`src/sv/lts_pkg.sv`:
```
// shared types, token codes and character tables for the lexical token scanner
package lts_pkg;

   localparam int MAX_LEXEME  = 16;
   localparam int STORE_DEPTH = 16;
   localparam int STORE_AW    = $clog2(STORE_DEPTH);
   localparam int LEN_W       = 5;
   localparam int KW_COUNT    = 8;
   localparam int KW_BYTES    = 5;

   localparam logic [LEN_W-1:0] MAX_LEN = LEN_W'(MAX_LEXEME);

   // token kinds
   localparam logic [4:0] KIND_ADD    = 5'd0;
   localparam logic [4:0] KIND_SUB    = 5'd1;
   localparam logic [4:0] KIND_MUL    = 5'd2;
   localparam logic [4:0] KIND_DIV    = 5'd3;
   localparam logic [4:0] KIND_AND    = 5'd4;
   localparam logic [4:0] KIND_OR     = 5'd5;
   localparam logic [4:0] KIND_LBRACE = 5'd6;
   localparam logic [4:0] KIND_RBRACE = 5'd7;
   localparam logic [4:0] KIND_SEMI   = 5'd8;
   localparam logic [4:0] KIND_LPAREN = 5'd9;
   localparam logic [4:0] KIND_RPAREN = 5'd10;
   localparam logic [4:0] KIND_RELOP  = 5'd11;
   localparam logic [4:0] KIND_ASSIGN = 5'd12;
   localparam logic [4:0] KIND_INT    = 5'd13;
   localparam logic [4:0] KIND_ID     = 5'd21;
   localparam logic [4:0] KIND_NUMBER = 5'd22;
   localparam logic [4:0] KIND_ERROR  = 5'd23;

   // characters
   localparam logic [7:0] CH_EOL    = 8'h00;
   localparam logic [7:0] CH_SPACE  = 8'h20;
   localparam logic [7:0] CH_BANG   = 8'h21;
   localparam logic [7:0] CH_AMP    = 8'h26;
   localparam logic [7:0] CH_LPAREN = 8'h28;
   localparam logic [7:0] CH_RPAREN = 8'h29;
   localparam logic [7:0] CH_STAR   = 8'h2A;
   localparam logic [7:0] CH_PLUS   = 8'h2B;
   localparam logic [7:0] CH_MINUS  = 8'h2D;
   localparam logic [7:0] CH_SLASH  = 8'h2F;
   localparam logic [7:0] CH_SEMI   = 8'h3B;
   localparam logic [7:0] CH_LT     = 8'h3C;
   localparam logic [7:0] CH_EQ     = 8'h3D;
   localparam logic [7:0] CH_GT     = 8'h3E;
   localparam logic [7:0] CH_LBRACE = 8'h7B;
   localparam logic [7:0] CH_BAR    = 8'h7C;
   localparam logic [7:0] CH_RBRACE = 8'h7D;

   // keywords, first character in the lowest byte
   localparam logic [8*KW_BYTES-1:0] KW_TEXT [KW_COUNT] = '{
      40'h000074_6E69,   // int
      40'h0000006669,    // if
      40'h006E656874,    // then
      40'h0065736C65,    // else
      40'h656C696877,    // while
      40'h0000006F64,    // do
      40'h0064616572,    // read
      40'h6574697277     // write
   };
   localparam logic [LEN_W-1:0] KW_LEN [KW_COUNT] = '{
      5'd3, 5'd2, 5'd4, 5'd4, 5'd5, 5'd2, 5'd4, 5'd5
   };

   typedef enum logic [4:0] {
      MODE_IDLE   = 5'b00001,
      MODE_WORD   = 5'b00010,
      MODE_NUMBER = 5'b00100,
      MODE_REL    = 5'b01000,
      MODE_EQ     = 5'b10000
   } mode_type;

   typedef struct packed {
      logic [4:0]       kind;
      logic [63:0]      text_first;
      logic [63:0]      text_second;
      logic [LEN_W-1:0] text_length;
      logic             truncated;
      logic             last;
   } token_type;

   typedef struct packed {
      logic [1:0] count;
      token_type  first;
      token_type  second;
   } push_type;

   function automatic logic is_letter(input logic [7:0] c);
      return (c >= 8'h61 && c <= 8'h7A) || (c >= 8'h41 && c <= 8'h5A);
   endfunction

   function automatic logic is_digit(input logic [7:0] c);
      return c >= 8'h30 && c <= 8'h39;
   endfunction

   // {hit, kind} for single-character operators and brackets
   function automatic logic [5:0] op_lookup(input logic [7:0] c);
      logic [5:0] res;
      unique case (c)
         CH_PLUS:   res = {1'b1, KIND_ADD};
         CH_MINUS:  res = {1'b1, KIND_SUB};
         CH_STAR:   res = {1'b1, KIND_MUL};
         CH_SLASH:  res = {1'b1, KIND_DIV};
         CH_AMP:    res = {1'b1, KIND_AND};
         CH_BAR:    res = {1'b1, KIND_OR};
         CH_LBRACE: res = {1'b1, KIND_LBRACE};
         CH_RBRACE: res = {1'b1, KIND_RBRACE};
         CH_SEMI:   res = {1'b1, KIND_SEMI};
         CH_LPAREN: res = {1'b1, KIND_LPAREN};
         CH_RPAREN: res = {1'b1, KIND_RPAREN};
         default:   res = 6'd0;
      endcase
      return res;
   endfunction

   // {hit, keyword index} for a finished word
   function automatic logic [3:0] kw_lookup(input logic [8*KW_BYTES-1:0] head,
                                            input logic [LEN_W-1:0] len);
      logic [3:0] res;
      logic       same;
      res = 4'd0;
      for (int k = 0; k < KW_COUNT; k++) begin
         same = (len == KW_LEN[k]);
         for (int b = 0; b < KW_BYTES; b++) begin
            if (LEN_W'(b) < KW_LEN[k] && head[8*b +: 8] != KW_TEXT[k][8*b +: 8]) begin
               same = 1'b0;
            end
         end
         if (same && !res[3]) begin
            res = {1'b1, 3'(k)};
         end
      end
      return res;
   endfunction

endpackage

```
`src/sv/lts_scan.sv`:
```
// input register, scanner mode and lexeme store, and the per-character token logic
module lts_scan (
   input  logic             clock,
   input  logic             reset,
   input  logic             req_valid,
   output logic             req_ready,
   input  logic [7:0]       req_character,
   input  logic [1:0]       free,
   output lts_pkg::push_type push
);
   import lts_pkg::*;

   logic             in_valid_ff, in_valid_in;
   logic [7:0]       char_ff;
   mode_type         mode_ff, mode_in;
   logic [LEN_W-1:0] len_ff, len_in;
   logic             ovf_ff, ovf_in;
   logic [7:0]       store_ff [STORE_DEPTH];

   logic [7:0]          c;
   logic                letter, digit, is_rel, is_eq, blank, invalid, op_hit;
   logic [4:0]          op_kind;
   logic                cont, finish, close_pair, rescan, idle_emit, start;
   logic [1:0]          need;
   logic                fire;
   logic [3:0]          kw;
   logic [8*STORE_DEPTH-1:0] lex_text;
   logic [8*KW_BYTES-1:0]    lex_head;
   token_type           fin_tok, idle_tok;
   logic                store_we;
   logic [STORE_AW-1:0] store_addr;

   assign c = char_ff;

   // character classes
   always_comb begin
      letter  = is_letter(c);
      digit   = is_digit(c);
      {op_hit, op_kind} = op_lookup(c);
      is_rel  = (c == CH_LT) || (c == CH_GT) || (c == CH_BANG);
      is_eq   = (c == CH_EQ);
      blank   = (c == CH_SPACE) || (c == CH_EOL);
      invalid = !(letter || digit || op_hit || is_rel || is_eq || blank);
   end

   always_comb begin
      unique case (mode_ff)
         MODE_WORD: begin
            cont   = letter || digit;
            finish = !(letter || digit);
         end
         MODE_NUMBER: begin
            cont   = digit;
            finish = !digit;
         end
         MODE_REL, MODE_EQ: begin
            cont   = 1'b0;
            finish = 1'b1;
         end
         default: begin
            cont   = 1'b0;
            finish = 1'b0;
         end
      endcase
      close_pair = (mode_ff == MODE_REL || mode_ff == MODE_EQ) && is_eq;
      rescan     = !cont && !close_pair;
      idle_emit  = rescan && (op_hit || invalid);
      start      = rescan && (letter || digit || is_rel || is_eq);
      need       = 2'(finish) + 2'(idle_emit);
   end

   // stored text, zero beyond the current length
   always_comb begin
      for (int i = 0; i < STORE_DEPTH; i++) begin
         lex_text[8*i +: 8] = (LEN_W'(i) < len_ff) ? store_ff[i] : 8'd0;
      end
      lex_head = lex_text[8*KW_BYTES-1:0];
      kw       = kw_lookup(lex_head, len_ff);
   end

   // token that closes the pending lexeme
   always_comb begin
      fin_tok = '0;
      unique case (mode_ff)
         MODE_WORD: begin
            if (kw[3] && !ovf_ff) begin
               fin_tok.kind = 5'(KIND_INT + {2'd0, kw[2:0]});
            end else begin
               fin_tok.kind        = KIND_ID;
               fin_tok.text_first  = lex_text[63:0];
               fin_tok.text_second = lex_text[127:64];
               fin_tok.text_length = len_ff;
               fin_tok.truncated   = ovf_ff;
            end
         end
         MODE_NUMBER: begin
            fin_tok.kind        = KIND_NUMBER;
            fin_tok.text_first  = lex_text[63:0];
            fin_tok.text_second = lex_text[127:64];
            fin_tok.text_length = len_ff;
            fin_tok.truncated   = ovf_ff;
         end
         MODE_REL, MODE_EQ: begin
            if (close_pair) begin
               fin_tok.kind        = KIND_RELOP;
               fin_tok.text_first  = {48'd0, CH_EQ, store_ff[0]};
               fin_tok.text_length = 5'd2;
            end else if (mode_ff == MODE_EQ) begin
               fin_tok.kind = KIND_ASSIGN;
            end else begin
               // lone bang is emitted as an error token
               fin_tok.kind        = (store_ff[0] == CH_BANG) ? KIND_ERROR : KIND_RELOP;
               fin_tok.text_first  = {56'd0, store_ff[0]};
               fin_tok.text_length = 5'd1;
            end
         end
         default: begin
            fin_tok = '0;
         end
      endcase
      fin_tok.last = !idle_emit;
   end

   // token from scanning the character itself
   always_comb begin
      idle_tok = '0;
      if (op_hit) begin
         idle_tok.kind = op_kind;
      end else begin
         idle_tok.kind        = KIND_ERROR;
         idle_tok.text_first  = {56'd0, c};
         idle_tok.text_length = 5'd1;
      end
      idle_tok.last = 1'b1;
   end

   assign fire      = in_valid_ff && (need <= free);
   assign req_ready = !in_valid_ff || fire;

   always_comb begin
      push.count  = fire ? need : 2'd0;
      push.first  = finish ? fin_tok : idle_tok;
      push.second = idle_tok;
   end

   // next scanner state
   always_comb begin
      in_valid_in = (req_valid && req_ready) || (in_valid_ff && !fire);
      mode_in     = mode_ff;
      len_in      = len_ff;
      ovf_in      = ovf_ff;
      store_we    = 1'b0;
      store_addr  = len_ff[STORE_AW-1:0];
      if (fire) begin
         if (cont) begin
            if (len_ff < MAX_LEN) begin
               store_we = 1'b1;
               len_in   = len_ff + 5'd1;
            end else begin
               ovf_in = 1'b1;
            end
         end else if (start) begin
            store_we   = 1'b1;
            store_addr = '0;
            len_in     = 5'd1;
            ovf_in     = 1'b0;
            priority if (letter) begin
               mode_in = MODE_WORD;
            end else if (digit) begin
               mode_in = MODE_NUMBER;
            end else if (is_rel) begin
               mode_in = MODE_REL;
            end else begin
               mode_in = MODE_EQ;
            end
         end else begin
            mode_in = MODE_IDLE;
            len_in  = 5'd0;
            ovf_in  = 1'b0;
         end
      end
   end

   always_ff @(posedge clock) begin
      if (reset) begin
         in_valid_ff <= 1'b0;
         mode_ff     <= MODE_IDLE;
         len_ff      <= 5'd0;
         ovf_ff      <= 1'b0;
      end else begin
         in_valid_ff <= in_valid_in;
         mode_ff     <= mode_in;
         len_ff      <= len_in;
         ovf_ff      <= ovf_in;
      end
   end

   always_ff @(posedge clock) begin
      if (req_valid && req_ready) begin
         char_ff <= req_character;
      end
   end

   always_ff @(posedge clock) begin
      if (store_we) begin
         store_ff[store_addr] <= c;
      end
   end

endmodule

```
`src/sv/lts_rsp_queue.sv`:
```
// two-entry result queue that takes up to two tokens per cycle
module lts_rsp_queue (
   input  logic              clock,
   input  logic              reset,
   input  lts_pkg::push_type push,
   output logic [1:0]        free,
   output logic              rsp_valid,
   input  logic              rsp_ready,
   output lts_pkg::token_type rsp_token
);
   import lts_pkg::*;

   token_type  slot_ff [2];
   logic [1:0] count_ff, count_in;
   logic       head_ff, head_in;
   logic       tail;
   logic       pop;

   assign rsp_valid = (count_ff != 2'd0);
   assign rsp_token = slot_ff[head_ff];
   assign pop       = rsp_valid && rsp_ready;
   assign free      = 2'd2 - count_ff;
   assign tail      = head_ff ^ count_ff[0];
   assign count_in  = count_ff - 2'(pop) + push.count;
   assign head_in   = head_ff ^ pop;

   always_ff @(posedge clock) begin
      if (reset) begin
         count_ff <= 2'd0;
         head_ff  <= 1'b0;
      end else begin
         count_ff <= count_in;
         head_ff  <= head_in;
      end
   end

   always_ff @(posedge clock) begin
      if (push.count != 2'd0) begin
         slot_ff[tail] <= push.first;
      end
      if (push.count == 2'd2) begin
         slot_ff[!tail] <= push.second;
      end
   end

endmodule

```
`src/sv/lexical_token_scanner.sv`:
```
// path: a character's tokens pass through the character register, then the result queue
// throughput: one character per cycle while the result queue has room for its tokens; a
//   character that yields two tokens holds up the next input, as the queue drains one token per cycle
// reset: synchronous, active high; scanner returns to idle, lexeme length and
//   overflow flag clear, result queue empties; lexeme bytes are not cleared
module lexical_token_scanner (
   input  logic        clock,
   input  logic        reset,
   input  logic        req_valid,
   output logic        req_ready,
   input  logic [7:0]  req_character,
   output logic        rsp_valid,
   input  logic        rsp_ready,
   output logic [4:0]  rsp_kind,
   output logic [63:0] rsp_text_first,
   output logic [63:0] rsp_text_second,
   output logic [4:0]  rsp_text_length,
   output logic        rsp_truncated,
   output logic        rsp_last
);
   import lts_pkg::*;

   // tokens produced by one character, towards the queue
   push_type   push;
   // free queue entries, registered count only so input ready never waits on rsp_ready
   logic [1:0] free;
   token_type  rsp_token;

   // character register, scanner mode, lexeme store and token decode
   lts_scan u_scan (
      .clock         (clock),
      .reset         (reset),
      .req_valid     (req_valid),
      .req_ready     (req_ready),
      .req_character (req_character),
      .free          (free),
      .push          (push)
   );

   // result registers: parts the input side from a stalled consumer
   lts_rsp_queue u_queue (
      .clock     (clock),
      .reset     (reset),
      .push      (push),
      .free      (free),
      .rsp_valid (rsp_valid),
      .rsp_ready (rsp_ready),
      .rsp_token (rsp_token)
   );

   // unpack the head token onto the result ports
   assign rsp_kind        = rsp_token.kind;
   assign rsp_text_first  = rsp_token.text_first;
   assign rsp_text_second = rsp_token.text_second;
   assign rsp_text_length = rsp_token.text_length;
   assign rsp_truncated   = rsp_token.truncated;
   assign rsp_last        = rsp_token.last;

endmodule

```
`config.mk`:
```
export PLATFORM = sky130hd
export DESIGN_NAME = lexical_token_scanner
export DESIGN_NICKNAME = d
export VERILOG_FILES = /design/src/sv/lts_pkg.sv /design/src/sv/lts_scan.sv /design/src/sv/lts_rsp_queue.sv /design/src/sv/lexical_token_scanner.sv
export SDC_FILE = /design/constraint.sdc
export NUM_CORES = 1
export LEC_CHECK = 0
export ABC_AREA = 1
export ABC_CLOCK_PERIOD_IN_PS = 25900
export BUFFER_PORTS_ARGS = -buffer_cell sky130_fd_sc_hd__buf_4
export CORE_ASPECT_RATIO = 1.25
export CORE_MARGIN = 2
export CORE_UTILIZATION = 53
export DETAILED_ROUTE_END_ITERATION = 8
export PLACE_DENSITY = 0.72
export SLEW_MARGIN = 40
export SYNTH_ARGS = -nofsm -noshare
export SYNTH_HDL_FRONTEND = slang
export SYNTH_HIERARCHICAL = 1
export SYNTH_SLANG_ARGS = --single-unit
```
`constraint.sdc`:
```
create_clock -name clock -period 25.9 [get_ports clock]
set_clock_uncertainty 0.05 [all_clocks]
set_input_delay 2.59 -clock clock [delete_from_list [all_inputs] [get_ports clock]]
set_output_delay 2.59 -clock clock [all_outputs]
set_load 0.1 [all_outputs]
```
Word level (Yosys, flattened, before mapping)
Memories as Yosys holds them, arrays and structs flattened. A register that Yosys moved wholly into a read port is not among the register bits.
Index checks and enable logic that the tools add are counted.
{"block": "totals", "reg_bits": 23, "ram_bits": 408, "elab_cells": 247, "memories": 2}
{"memory": "u_queue.slot_ff", "words": 2, "width": 140, "rd": 1, "rd_clocked_by_memory_dff": 1, "write_ports": 2, "line": "lts_rsp_queue.sv:13", "source": "token_type slot_ff [2];"}
{"memory": "u_scan.store_ff", "words": 16, "width": 8, "rd": 16, "rd_clocked_by_memory_dff": 0, "write_ports": 1, "line": "lts_scan.sv:18", "source": "logic [7:0] store_ff [STORE_DEPTH];"}
{"block": "op_classes", "add_sub_neg": 6, "n_lt_le_gt_ge": 24, "n_eq_ne": 52, "muxes": 95, "bitwise": 3, "reduce_logical": 58}
{"cell": "69-bit one-hot mux with 3 select lines", "n": 1}
{"cell": "8-bit by 7-bit inequality test with 1-bit output, second input constant", "n": 24}
{"cell": "8-bit two-way mux", "n": 18}
{"cell": "140-bit two-way mux", "n": 1}
{"cell": "134-bit two-way mux", "n": 1}
{"cell": "64-bit one-hot mux with 2 select lines", "n": 1}
{"cell": "8-bit by 6-bit == test with 1-bit output, second input constant", "n": 14}
{"cell": "69-bit two-way mux", "n": 1}
{"cell": "6-bit one-hot mux with 11 select lines", "n": 1}
{"cell": "5-bit two-way mux", "n": 11}
{"cell": "1-bit two-way mux", "n": 44}
{"cell": "4-bit two-way mux", "n": 11}
{"cell": "4-bit by 5-bit < comparator with 1-bit output, first input constant", "n": 8}
{"cell": "8-bit by 7-bit == test with 1-bit output, second input constant", "n": 3}
{"cell": "3-bit by 5-bit < comparator with 1-bit output, first input constant", "n": 4}
{"cell": "1-bit logical AND", "n": 19}
{"cell": "1-bit logical NOT", "n": 17}
{"cell": "8-bit by 7-bit greater-or-equal comparator with 1-bit output, second input constant", "n": 2}
{"cell": "8-bit by 7-bit <= comparator with 1-bit output, second input constant", "n": 2}
{"cell": "5-bit by 2-bit == test with 1-bit output, second input constant", "n": 3}
{"cell": "5-bit by 3-bit == test with 1-bit output, second input constant", "n": 3}
{"cell": "1-bit logical OR", "n": 15}
{"cell": "5-bit one-hot mux with 3 select lines", "n": 1}
{"cell": "1-bit by 5-bit < comparator with 1-bit output, first input constant", "n": 2}
{"cell": "24 further kinds", "n": 31}

Longest topological paths before layout
{"block": "logic_depth", "depth_word": 32, "mapped_depth": 26, "mapped_depth_nobuf": 23}

By module
The synthesis kept the hierarchy.
{"mod": "lts_rsp_queue", "instances": 1, "cells_per_inst": 1542, "area_each_um2": 14084.8, "seq_area_each_um2": 8468.1}
{"mod": "lts_scan", "instances": 1, "cells_per_inst": 1023, "area_each_um2": 8679.6, "seq_area_each_um2": 4324.1}

Worst setup path before layout
OpenSTA, ideal clock, no wires.
{"block": "synth_path", "kind": "register -> register", "start": "register u_scan.char_ff[2], in the netlist u_scan/c[2]", "end": "memory u_queue/slot_ff[0][0] (netlist bit), enable pin", "setup_ns": 0.832, "t_arrival_ns": 12.823, "t_required_ns": 25.018, "setup_slack_ns": 12.194, "stages_incl_launch_ff": 20, "n_path_buf": 2, "synth_period_minus_slack_ns": 13.706, "cell_sequence": "edfxtp_1 > nand2_1 > a21oi_1 > nor3_1 > nor2_1 > inv_1 > nor2_1 > inv_1 > nand2_1 > buf_2 > buf_1 > ha_1 > ha_1 > inv_1 > o21bai_1 > nand2_1 > nand2_1 > nor2_1 > inv_1 > o21ai_0"}
{"item": "start, declared", "line": "lts_scan.sv:14", "source": "logic [7:0] char_ff;"}
{"item": "start signal, assigned", "line": "lts_scan.sv:200", "source": "char_ff <= req_character;"}
{"item": "end, declared", "line": "lts_rsp_queue.sv:13"}

Worst setup path in the final report
{"block": "layout_path", "start": "register u_scan.char_ff[6], in the netlist u_scan/c[6]", "end": "output req_ready"}
{"block": "layout_via", "elab_chain_cells": 15, "elab_cells_between_ends": 51, "classes_between": "add/sub (1); order compare (7); eq/ne (16); mux (3); reduce/logical (24)"}
{"item": "8-bit by 7-bit greater-or-equal comparator with 1-bit output or 8-bit by 7-bit <= comparator with 1-bit output (tied branches)", "line": "lts_pkg.sv:90", "source": "return (c >= 8'h61 && c <= 8'h7A) || (c >= 8'h41 && c <= 8'h5A);"}
{"item": "1-bit logical AND", "line": "lts_pkg.sv:90"}
{"item": "1-bit logical OR", "line": "lts_pkg.sv:90"}
{"item": "1-bit logical OR", "line": "lts_scan.sv:43, lts_scan.sv:49, lts_scan.sv:50"}
{"item": "1-bit logical OR (4 in a row)", "line": "lts_scan.sv:43", "source": "invalid = !(letter || digit || op_hit || is_rel || is_eq || blank);"}
{"item": "1-bit logical NOT", "line": "lts_scan.sv:43"}
{"item": "1-bit logical OR", "line": "lts_scan.sv:67", "source": "idle_emit = rescan && (op_hit || invalid);"}
{"item": "1-bit logical AND", "line": "lts_scan.sv:67"}
{"item": "1-bit by 1-bit adder with 2-bit output (*)", "line": "lts_scan.sv:69", "source": "need = 2'(finish) + 2'(idle_emit);"}
{"item": "2-bit <= comparator (*)", "line": "lts_scan.sv:137", "source": "assign fire = in_valid_ff && (need <= free);"}
{"item": "1-bit logical AND (*)", "line": "lts_scan.sv:137"}
{"item": "1-bit logical OR (*)", "line": "lts_scan.sv:138", "source": "assign req_ready = !in_valid_ff || fire;"}
{"item": "end, declared", "line": "lexical_token_scanner.sv:10", "source": "output logic req_ready,"}
Every way passes the cells marked *; elsewhere a longest branch is shown, timed or not.

==> impl_metrics.tcl <==
set metrics [dict create \
    drt_iter0_markers 1553 \
    crit_type "flop to output pin" \
    slew_headroom_pct 43.5 \
    required_ns 23.26 \
    holdWs_ns 0.464 \
    hold_path_class "flop to flop" \
    drc_errors 0 \
    worst-path-buf-inv 6 \
    p_leak_nw 9.60 \
    post-route-cell-area_um2 25100 \
    initial_core_util_pct 53.9 \
    antenna_found_initial 0 \
    drive_gt1_share_pct 11.9 \
    finalSetupViolCount 0 \
    ant_nets 0 \
    dieArea_um2 44600 \
    cp_slowest_cell "edfxtp_1" \
    critPathMaxFanout 17 \
    coreArea_um2 42300 \
    hp-start "u_scan/mode_ff[1]" \
    cts_buffer_depth 3 \
    cp-start-kind "flop" \
    die_x_um 189 \
    avgViaCountPerCell 5.22 \
    clockRootBuffer "clkbuf_16" \
    cts_setup_buffers 0 \
    min_to "u_scan/mode_ff[1]" \
    dpl_cell_area_um2 23600 \
    area_growth_pct 10.2 \
    grt_use_total_pct 24.0 \
    cts_sinks 431 \
    first_pass_iters 6 \
    die_h_um 236 \
    rsz0062_at_grt "false" \
    first_global_vias 16186 \
    cp_common_cell "inv_1" \
    post_cts_resized 0 \
    end_kind "output pin" \
    gp_congestion 0.912 \
    period_share_pct 25.1 \
    cap_violations 0 \
    syn_inst 2565 \
    worstMarginPinSlew_ns 0.827 \
    cts_buffers 43 \
    fin_tns_setup_ns 0 \
    dpl.hpwl_um 34700 \
    ir_drop_v 0.0000771 \
    pre_cts_slack_ns 19.97 \
    htree_levels 2 \
    port_buffers 153 \
    avgSynthCellArea_um2 8.87 \
    holdPathStages 2 \
    p_per_area_nw_per_um2 105 \
    seq_area_frac_synth_pct 56.2 \
    ios 154 \
    crit_family "simple AND/OR/NAND/NOR gates" \
    clk_pin_slew_ns 0.07 \
    clk_latency_ns 0.55 \
    r2r-start "u_scan/c[6]" \
    grt_max_degree 150 \
    crit_arrival_ns 3.86 \
    antenna_cells 0 \
    maxSlewViolCount 0 \
    rr_endpoint "u_queue/slot_ff[0][117]" \
    cts_tree "done" \
    yosysUniqueCellTypes 44 \
    path_cells "inv_1, nor2_1, inv_1, nor3_1, nor2_1, inv_1, nor2_1, inv_1, nand2_1, ha_1, ha_1, inv_1, o21bai_1, nand3_1, buf_4" \
    cts_hold_buf 0 \
    ys_ff_latch 431 \
    grt_pass1_wl_um 85400 \
    wl_per_cell_um 16.6 \
    hold_viol_final 0 \
    syn-cell-area_um2 22800 \
    status "finished, final reports clean" \
    final_nets 2688 \
    totalPowerFinal_mw 2.62 \
    yosysWarningCount 6 \
    vias 17011 \
    achievable-frequency_mhz 154 \
    critical_path_depth 15 \
    r2r_setup_slack_ns 20.48 \
    reg2regPathDepth 22 \
    routed_wl_um 54100 \
    setup_slack_ns 19.40 \
    overflow 0 \
    rows 84 \
    min_period_ns 6.50 \
    max_stage_delay_ns 0.87 \
]
-- Yosys cell counts (all sizes together) --
cell type  instances  share of area, %
nor3              16              0.35
clkinv             3             0.049
o21bai             2             0.082
edfxtp           416                55
inv              275               4.6
nand3             67               1.5
dfxtp             15               1.3
nand2            916                15
o21a               1             0.033
buf              201               7.0
clkbuf            48              0.79
o211ai             1             0.033
nor2             205               3.5
nor3b              1             0.033
a21oi             17              0.37
nand3b             4              0.13
and3               1             0.027
a211oi            11              0.36
nand4             11              0.30
conb               2             0.033
nor4               6              0.16
o22ai              3             0.082
o21ai            298               7.4
a2111oi           16              0.62
or2                4              0.11
a31oi              3             0.082
o32ai              1             0.038
ha                12              0.66
a22oi              8              0.26
o31ai              1             0.033
-- cell families after synthesis --
| logic type | after synthesis | share of synthesized area, % |
|---|---|---|
| simple gates | 1231 | 21.4 |
| fa+ha+maj | 12 | 0.660 |
| compound gates | 362 | 9.36 |
| buf+inv | 527 | 12.4 |
| other cells | 2 | 0.0330 |
| flops | 431 | 56.2 |
-- placed cells by master (no fill, tap or decap), drive strengths merged, types with 4 or more instances in the layout --
| cell type | count |
|---|---|
| a21oi | 17 |
| nand4 | 11 |
| nor4 | 6 |
| nand3b | 4 |
| a2111oi | 16 |
| clkbuf | 49 |
| edfxtp | 416 |
| conb | 126 |
| ha | 12 |
| nand2 | 916 |
| a22oi | 8 |
| o21ai | 298 |
| a211oi | 11 |
| or2 | 4 |
| clkinv | 24 |
| dfxtp | 15 |
| inv | 276 |
| nor3 | 16 |
| bufinv | 7 |
| buf | 177 |
| nand3 | 67 |
| nor2 | 205 |
-- registers in the layout, indices dropped and copies added (netlist names) --
register            flops
u_scan/in_valid_ff      1
u_scan/len_ff           5
u_scan/c                8
u_queue/slot_ff       280
u_scan/store_ff       128
u_scan/ovf_ff           1
u_queue/count_ff        2
u_scan/mode_ff          5
u_queue/head_ff         1
-- metal layers --
layer	part of all wire [%]	vias to the layer above	global-route usage [%]
li1	-	8294	-
met1	41	8099	31.1
met2	51	518	41.7
met3	5.5	100	3.00
met4	2.5	0	7.82
met5	0	-	0
-- where the power goes --
group | total (mW) | internal (mW) | switching (mW)
clock | 0.638 | 0.375 | 0.263
sequential | 0.887 | 0.852 | 0.0351
combinational | 1.10 | 0.180 | 0.919
-- final cells by class --
| cell class | instances | area [um^2] |
|---|---|---|
| clock inverters | 31 | 337 |
| fillers | 3681 | 17200 |
| inverters | 278 | 1050 |
| well taps | 559 | 699 |
| multi-input cells | 1731 | 7660 |
| clock buffers | 47 | 1090 |
| repair buffers | 179 | 1450 |
| flip-flops and latches | 431 | 12800 |
-- stage by stage --
step                utilization [%]  instances
global route                   59.4       3256
floorplan                         -       2689
CTS                            59.2       3254
finish                         59.4       3256
detailed placement             55.9       3176
global placement               55.6       3171
-- worst max path at each step --
stage | from | to | slack (ns)
2_1_floorplan | u_scan/c[2] | u_queue/slot_ff[0][0] | 12.19
3_3_place_gp | u_scan/c[6] | req_ready | 20.11
3_5_place_dp | u_scan/c[6] | req_ready | 19.97
4_1_cts | u_scan/c[6] | req_ready | 19.37
5_1_grt | u_scan/c[6] | req_ready | 19.10
6_report | u_scan/c[6] | req_ready | 19.40
-- worst reg2reg max path, cell delays in order, from the launching register on --
cell and delay (ns):
edfxtp_1 0.87, inv_1 0.25, nor2_1 0.14, inv_1 0.07, nor3_1 0.35, nor2_1 0.12, inv_1 0.09, nor2_1 0.06
inv_1 0.05, nand2_1 0.08, ha_1 0.29, inv_1 0.05, ha_1 0.27, nand2_1 0.06, nand2_1 0.06, nand2_1 0.11
nor2_1 0.20, inv_1 0.13, nor2_4 0.25, inv_1 0.17, o21ai_4 0.09, buf_4 0.46, buf_4 0.71
Note: power is estimated with default switching activity, not from simulation.
